## config.mk

```make
export PLATFORM = sky130hd
export DESIGN_NAME = rsi_queue
export DESIGN_NICKNAME = d
export VERILOG_FILES = /design/src/rsi_pkg.sv /design/src/rsi_queue.sv
export SDC_FILE = /design/constraint.sdc
export NUM_CORES = 1
export LEC_CHECK = 0
export ABC_AREA = 0
export BUFFER_PORTS_ARGS = -buffer_cell sky130_fd_sc_hd__clkbuf_2
export CAP_MARGIN = 40
export CORE_AREA = 2 2 430 432
export CTS_CLUSTER_SIZE = 16
export DETAILED_ROUTE_END_ITERATION = 6
export DIE_AREA = 0 0 432 434
export PLACE_DENSITY_LB_ADDON = 0.05
export SLEW_MARGIN = 5
export SYNTH_ARGS = -nofsm -noshare
export SYNTH_HDL_FRONTEND = slang
export SYNTH_SLANG_ARGS = --single-unit
```

## constraint.sdc

```tcl
create_clock -name clk -period 35.8 [get_ports clk]
set_clock_uncertainty 0.05 [all_clocks]
set_input_delay 7.16 -clock clk [delete_from_list [all_inputs] [get_ports clk]]
set_output_delay 7.16 -clock clk [all_outputs]
set_load 0.005 [all_outputs]
```

## src/rsi_pkg.sv

```systemverilog
// ----------------------------------------------------------------------------
// rsi_pkg: shared types and constants of the ray / sphere intersection core
// Fixed-point formats, datapath widths, register indexes and the words that
// travel from the front end through the queue into the back end.
// ----------------------------------------------------------------------------
package rsi_pkg;

  localparam int FRAC_BITS   = 16;
  localparam int HIT_EPSILON = 7;
  localparam int NORM_FRAC   = 14;

  localparam int CRD_W  = 32;                 // Q16.16 coordinate
  localparam int RAD_W  = 31;                 // radius, unsigned
  localparam int TV_W   = CRD_W + 1;          // origin minus center
  localparam int A_W    = 2 * CRD_W;          // D.D, unsigned
  localparam int H_W    = 2 * CRD_W + 2;      // T.D, signed
  localparam int C_W    = 2 * CRD_W + 3;      // T.T - r*r, signed
  localparam int MAG_W  = 66;                 // magnitude of h and c
  localparam int HALF_W = MAG_W / 2;          // chunk of the wide multiply
  localparam int DISC_W = 2 * MAG_W;          // quarter discriminant, signed
  localparam int ROOT_W = DISC_W / 2;         // floor square root
  localparam int NUM_W  = ROOT_W + 2;         // -h +- s, signed
  localparam int T_W    = 31;                 // hit distance
  localparam int DIVN_W = NUM_W - 1 + FRAC_BITS;
  localparam int REM_W  = A_W + T_W;          // root divider remainder
  localparam int PRD_W  = 2 * CRD_W;          // t * D
  localparam int STEP_W = PRD_W - FRAC_BITS;  // t * D >> FRAC_BITS
  localparam int PS_W   = STEP_W + 1;         // sum before saturation
  localparam int VLIM   = 40;                 // |T + t*D| clamps to 2^VLIM
  localparam int VMAG_W = VLIM + 1;
  localparam int NRM_W  = 16;
  localparam int NQ_W   = NRM_W - 1;
  localparam int NDIV_W = VMAG_W + NORM_FRAC;

  localparam logic [T_W-1:0]   T_MAX   = {T_W{1'b1}};
  localparam logic [T_W-1:0]   T_EPS   = T_W'(HIT_EPSILON);
  localparam logic [NRM_W-1:0] NRM_MAX = {1'b0, {NQ_W{1'b1}}};
  localparam logic [NRM_W-1:0] NRM_MIN = {1'b1, {NQ_W{1'b0}}};

  localparam int QDEPTH    = 4;
  localparam int QPTR_W    = 2;
  localparam int CFG_IDX_W = 2;

  typedef enum logic [CFG_IDX_W-1:0] {
    REG_CENTER_X = 2'd0,
    REG_CENTER_Y = 2'd1,
    REG_CENTER_Z = 2'd2,
    REG_RADIUS   = 2'd3
  } cfg_idx_t;

  typedef struct packed {
    logic                       skip;
    logic [A_W-1:0]             a;
    logic [H_W-1:0]             h;
    logic [2:0][CRD_W-1:0]      org;
    logic [2:0][CRD_W-1:0]      dir;
    logic [2:0][TV_W-1:0]       tv;
  } ctx_t;

  typedef struct packed {
    logic                       miss;
    ctx_t                       ctx;
    logic [DISC_W-1:0]          disc;
  } q_word_t;

  typedef struct packed {
    logic                       hit;
    logic [T_W-1:0]             distance;
    logic [2:0][CRD_W-1:0]      pt;
    logic [2:0][NRM_W-1:0]      nrm;
  } res_t;

endpackage

```

## src/rsi_queue.sv

```systemverilog
// ----------------------------------------------------------------------------
// rsi_queue: short queue between front and back end
// Holds classified rays; drops a push only when full.
// ----------------------------------------------------------------------------
module rsi_queue (
  input  logic              clk,
  input  logic              rst_n,
  input  logic              push,
  input  rsi_pkg::q_word_t  push_word,
  input  logic              pop,
  output rsi_pkg::q_word_t  head,
  output logic              empty,
  output logic              full
);
  import rsi_pkg::*;

  q_word_t            mem_r [QDEPTH];
  logic [QPTR_W-1:0]  wr_ptr_r, rd_ptr_r;
  logic [QPTR_W:0]    count_r;
  logic               do_push, do_pop;

  assign empty   = (count_r == '0);
  assign full    = (count_r == (QPTR_W+1)'(QDEPTH));
  assign do_push = push & ~full;
  assign do_pop  = pop & ~empty;
  assign head    = mem_r[rd_ptr_r];

  always_ff @(posedge clk) begin
    if (!rst_n) begin
      wr_ptr_r <= '0;
      rd_ptr_r <= '0;
      count_r  <= '0;
    end else begin
      if (do_push) wr_ptr_r <= wr_ptr_r + 1'b1;
      if (do_pop)  rd_ptr_r <= rd_ptr_r + 1'b1;
      priority if (do_push && !do_pop) count_r <= count_r + 1'b1;
      else if (do_pop && !do_push)     count_r <= count_r - 1'b1;
      else                             count_r <= count_r;
    end
  end

  always_ff @(posedge clk) begin
    if (do_push) mem_r[wr_ptr_r] <= push_word;
  end

endmodule

```

After elaboration in Yosys (flattened, before gate mapping)
Memory sizes are Yosys's and may differ from the RTL's. A register that Yosys moved wholly into a read port is not among the register bits.
Cells that the tools add are included.
Storage, ports and cells
  memories kept: 1
  output and inout bits: 557
  bits in registers: 7
  bits of input ports: 559
  RAM bits: 2220
  word-level logic and storage cells: 25
Memories
  mem_r: words 4, bits a word 555, rd ports 1, clocked after memory_dff 1, wr ports 1, RTL line rsi_queue.sv:17  | q_word_t mem_r [QDEPTH];
Cells by class
  add/sub/neg operators: 4
  reductions and logical operators: 6
  mux-type cells: 6
  equal/unequal tests: 1
  bitwise gates (word level): 4
Operators by type and width (number)
  3-bit 2-to-1 mux: 2
  2-bit by 1-bit adder with 2-bit output (second input constant): 2
  2-bit 2-to-1 mux: 2
  3-bit by 1-bit adder with 3-bit output (second input constant): 1
  3-bit equality test (second input constant): 1
  3-bit zero test: 1
  3-bit by 1-bit subtractor with 3-bit output (second input constant): 1
  1-bit AND: 2
  1-bit logical AND: 2
  1-bit zero test: 2
  1-bit 2-to-1 mux: 2
  1-bit NOT: 2
  2-bit nonzero test: 1

Logic depth before layout (Yosys ltp)
  depth after elaboration: 7
  depth in mapped cells: 9
  depth with buffers taken out: 8

Worst setup path before layout
No wires, ideal clock.
  path kind: input to register
  start point: in push
  end point: mem mem_r[0][0] (netlist name) (enable)
  path slack: 14690 ps
  setup time: 993 ps
  path buffers: 1
  data arrival time: 20067 ps
  required time: 34757 ps
  cell stages on the path: 3
  cells stage by stage: nor2b_1 clkbuf_1 and2_1
On the way
  longest elaborated chain between the ends: 3
RTL lines
  start: declaration: RTL line rsi_queue.sv:8  | input logic push,
  1-bit AND: RTL line rsi_queue.sv:24  | assign do_push = push & ~full;
  via do_push: RTL line rsi_queue.sv:20  | logic do_push, do_pop;
  1-bit 2-to-1 mux: RTL line rsi_queue.sv:43  | if (do_push) mem_r[wr_ptr_r] <= push_word;
  1-bit 2-to-1 mux (implied by the code): RTL line rsi_queue.sv:43
  end: declaration: RTL line rsi_queue.sv:17
The timed path passes the listed nets, and every way through them passes these cells.

==> summary by stage <==
Logic synthesis
The largest area contributor in the synthesized netlist is sky130_fd_sc_hd__edfxtp_1. Ranked by total cell area, the synthesized netlist is headed by sky130_fd_sc_hd__edfxtp_1 82%, sky130_fd_sc_hd__mux4_2 15%, sky130_fd_sc_hd__buf_12 1.4%, sky130_fd_sc_hd__buf_2 0.35%, sky130_fd_sc_hd__dfxtp_1 0.22%. The warning count from the yosys run is 0. Synthesis produced a netlist with a net count of 3512. The share of synthesized area occupied by flip-flops and latches is 82.4%. The summed instance area of the synthesized netlist is around 81000 um2. The fraction of post-synthesis cell area in the top cell type by area is 82.2%. The number of different library cells in the post-synthesis netlist is 23.

The flip-flop and latch count after synthesis is 2229. The gate count after technology mapping is 2947. The synthesized area divided by synthesized cell count is 27.5 um2.

Layout
Compared with the post-synthesis result, the final layout area differs by 19.0%. The number of filler cells placed in the layout is approximately 14000. The post-route cell area is 96600 um2. The final cell count without fillers is ~6800. The post-layout net count is 4802.

Cells with a size suffix above 1 make up 46.3% of the layout.

Setup path
The critical path required time is 28.59 ns. The capture point of the worst path is head[108]. The critical path goes through buf_16 -> buf_4 -> buf_16 -> buf_4 -> buf_4 -> buf_16 -> mux4_2 -> clkbuf_2. The largest incremental delay on the critical path is 0.70 ns. The library cell contributing the largest single delay on the critical path is sky130_fd_sc_hd__dfxtp_4. The worst reg2reg path depth is 8.

The arrival time reported for the critical path endpoint is ~4.5 ns. The biggest fanout along the worst timing path is 51. The kind of start point of the critical path is a register. The worst setup path is captured at an output pin. Setup slack on the worst reg-to-reg path comes out at 31.15 ns. The startpoint identified for the worst register-to-register timing path is count_r[0]$_SDFFE_PN0P_. The critical path is of the register to output pin type. The endpoint of the worst register-to-register path is mem_r[0][257]$_DFFE_PP_.

Place
The number of port buffers is 1115. The number of placed instances, taps included is 6393. Once placement finished, the instance area stood at 89300 um2. The sum of net half-perimeters after detailed placement is approximately 140000 um. The final weighted congestion in routability-driven placement is 0.791.

Detailed routing
After detailed routing, the number of remaining DRC violations is 0. The number of DRC markers in iteration 0 is 2547. In the final routed layout, each cell accounts on average for about 30 um. The first-pass iteration count of the detailed router is 5. The detail route stage leaves a number of antenna-violating nets equal to 0.

Summed over all layers, the routed wires come to 204000 um. Detailed routing inserted a total of 36600 vias. The number of vias per cell after detailed routing is approximately 5.4.

STA
For the pin with the worst max-slew slack, the measured transition is ~1.1 ns. Setup repair after global routing left no endpoint under its margin. The worst pin sits at a relative slew slack of between 20% and 30%.

The shortest clock period the worst path allows after layout is 11.74 ns. The highest clock frequency the design can meet is 85.2 MHz. The count of pins over their slew limit came to 0. In the final timing run, aggregate negative setup slack is 0 ns. The count of endpoints failing setup in the final report is 0. The count of endpoints failing hold in the final timing report is 0. The worst path uses around a third of the clock period.

Clocking
The library cell used as clock root buffer is sky130_fd_sc_hd__clkbuf_16. The maximum level of the CTS H-tree is 4. Counting the buffers created by CTS gives 227. The post-CTS setup repair buffer count is 0. The TritonCTS clock tree is built. The maximum number of buffers from clock root to sink is 3. CTS saw roughly 2200 sinks. The clock insertion delay at the later pin of the skew report is roughly 0.84 ns. In this run, post-CTS repair resized a total of 0 instances. The clock edge transition at the registers on the reported setup and hold paths is approximately 0.060 ns. The hold-fix buffer count after cts is 0.

GRT
The wire length of the first global-routing pass is 285000 um. The number of antenna violations at the first check in global routing is slightly above 100. The largest net degree at the start of global routing is 137. The aggregate global routing overflow is 0. The number of global-route vias before repair is between 30000 and 40000. The global router's overall resource usage is 21.5%.

Power and ir drop
For this design the ratio of total power to cell area is 73.9 nW/um2. The power after layout is 7.13 mW. The clock network fraction of design power is between 30% and 40%. The worst IR drop on VDD is around 47 uV. Combinational logic burns 22.6% of the power. The cell-internal power is 5.22 mW. The share of total power in sequential cells is a little under half. The switching portion of total power is approximately 27%. In this run the power spent charging and discharging nets is 1.91 mW. For this design the static power due to leakage is roughly 32 nW.

Floorplanning
The die area is 187000 um2. In this run the standard cell core region covers 182000 um2. The die extent in y is 434 um. The count of boundary I/O pins is around 1100. The number of core rows is approximately 160. The die extent in x is 432 um.

For this configuration, the core starts out at a cell density of 44.5%.

Min path
The worst hold path begins at wr_ptr_r[0]$_SDFFE_PN0P_. The path class of the tightest hold or removal check is register to register.

Flow run
Across the run, the number of max-cap violations was 0.

Status
The run finished with clean final reports.
## worst min-delay path by stage
stage,to,slack [ns],depth (start not counted)
final,wr_ptr_r[0]$_SDFFE_PN0P_,0.45,2
after CTS,wr_ptr_r[1]$_SDFFE_PN0P_,0.46,2
after global routing,wr_ptr_r[1]$_SDFFE_PN0P_,0.49,2
after global placement,wr_ptr_r[0]$_SDFFE_PN0P_,0.45,2
after floorplan,wr_ptr_r[1]$_SDFFE_PN0P_,0.42,2
after detailed placement,wr_ptr_r[1]$_SDFFE_PN0P_,0.45,2
## metrics by stage
stage          setup WS, ns  utilization [%]  hold WS (ns)
6_report              24.06             52.9         0.452
5_1_grt               23.82             52.9         0.494
4_1_cts               23.89             52.9         0.456
3_5_place_dp          24.38             48.9         0.448
3_3_place_gp          23.59             48.6         0.448
2_1_floorplan         14.69                -         0.418
## layout make-up
class	instances	area, um2	area share, %
diodes	31	77.6	0.0803
clock buffers	280	5960	6.18
clock inverters	134	1210	1.25
inverters	3	11.3	0.0117
multi-input cells	589	12800	13.2
flip-flops and latches	2229	66900	69.2
well taps	2385	2980	3.09
repair buffers	1187	6680	6.91
## critical path: cells and delay by family (launching register included)
| kind | cells | cell delay [ns] |
|---|---|---|
| multiplexers | 1 | 0.39 |
| buffers and inverters | 7 | 2.39 |
| flip-flops | 1 | 0.70 |
## cells by family (layout without fill, tap and decap cells)
family,Yosys count,after routing,synth area share (%)
fa+ha+maj,6,6,0.102
flops,2229,2229,82.4
xor+xnor,4,4,0.0432
other cells,0,31,0
compound gates,4,4,0.0355
simple gates,17,17,0.119
buf+inv,129,1604,1.85
mux,558,558,15.4
## synth_stat cells, drive strengths merged
| master | instances |
|---|---|
| edfxtp | 2220 |
| mux4 | 555 |
| buf | 119 |
| dfxtp | 9 |
| and2 | 8 |
| clkbuf | 7 |
| ha | 5 |
| nand2 | 4 |
| inv | 3 |
| mux2i | 3 |
| xnor2 | 3 |
| nor2b | 2 |
| a21boi | 1 |
| fa | 1 |
| nor3 | 1 |
| nor3b | 1 |
| o21ai | 1 |
| o311ai | 1 |
| o31ai | 1 |
| or3 | 1 |
| xor2 | 1 |
## layout by cell type (no fill, tap or decap), types with 5 or more instances in the layout
cell	count
sky130_fd_sc_hd__dfxtp_1	7
sky130_fd_sc_hd__buf_12	14
sky130_fd_sc_hd__buf_16	19
sky130_fd_sc_hd__clkbuf_1	49
sky130_fd_sc_hd__ha_1	5
sky130_fd_sc_hd__diode_2	31
sky130_fd_sc_hd__bufinv_16	21
sky130_fd_sc_hd__inv_6	7
sky130_fd_sc_hd__clkinv_1	64
sky130_fd_sc_hd__mux4_2	555
sky130_fd_sc_hd__clkbuf_16	231
sky130_fd_sc_hd__clkinv_2	34
sky130_fd_sc_hd__edfxtp_1	2220
sky130_fd_sc_hd__buf_4	39
sky130_fd_sc_hd__clkbuf_2	1115
## metal layers
metal  up-vias  track usage (%)  routed length (um)
met5         -                0                 290
met4        46             9.90                8830
met3       429             6.64               14200
met2      1159             37.0              107000
met1     19500             24.7               73400
li1      15600                -                   -
## power by group through the flow
stage / Clock, mW / Combinational, mW / Sequential (mW)
global placement: 0 / 1.63 / 3.29
finish: 2.29 / 1.61 / 3.23
detailed placement: 0 / 1.67 / 3.29
global route: 2.45 / 1.72 / 3.25
CTS: 2.35 / 1.67 / 3.24
floorplan: 0 / 0.987 / 3.42
## flip-flops by register name (all words and copies together) (netlist names), named ones only
name and flops:
mem_r 2220, rd_ptr_r 2, count_r 3, wr_ptr_r 2
Power figures use the tool's default switching activity.
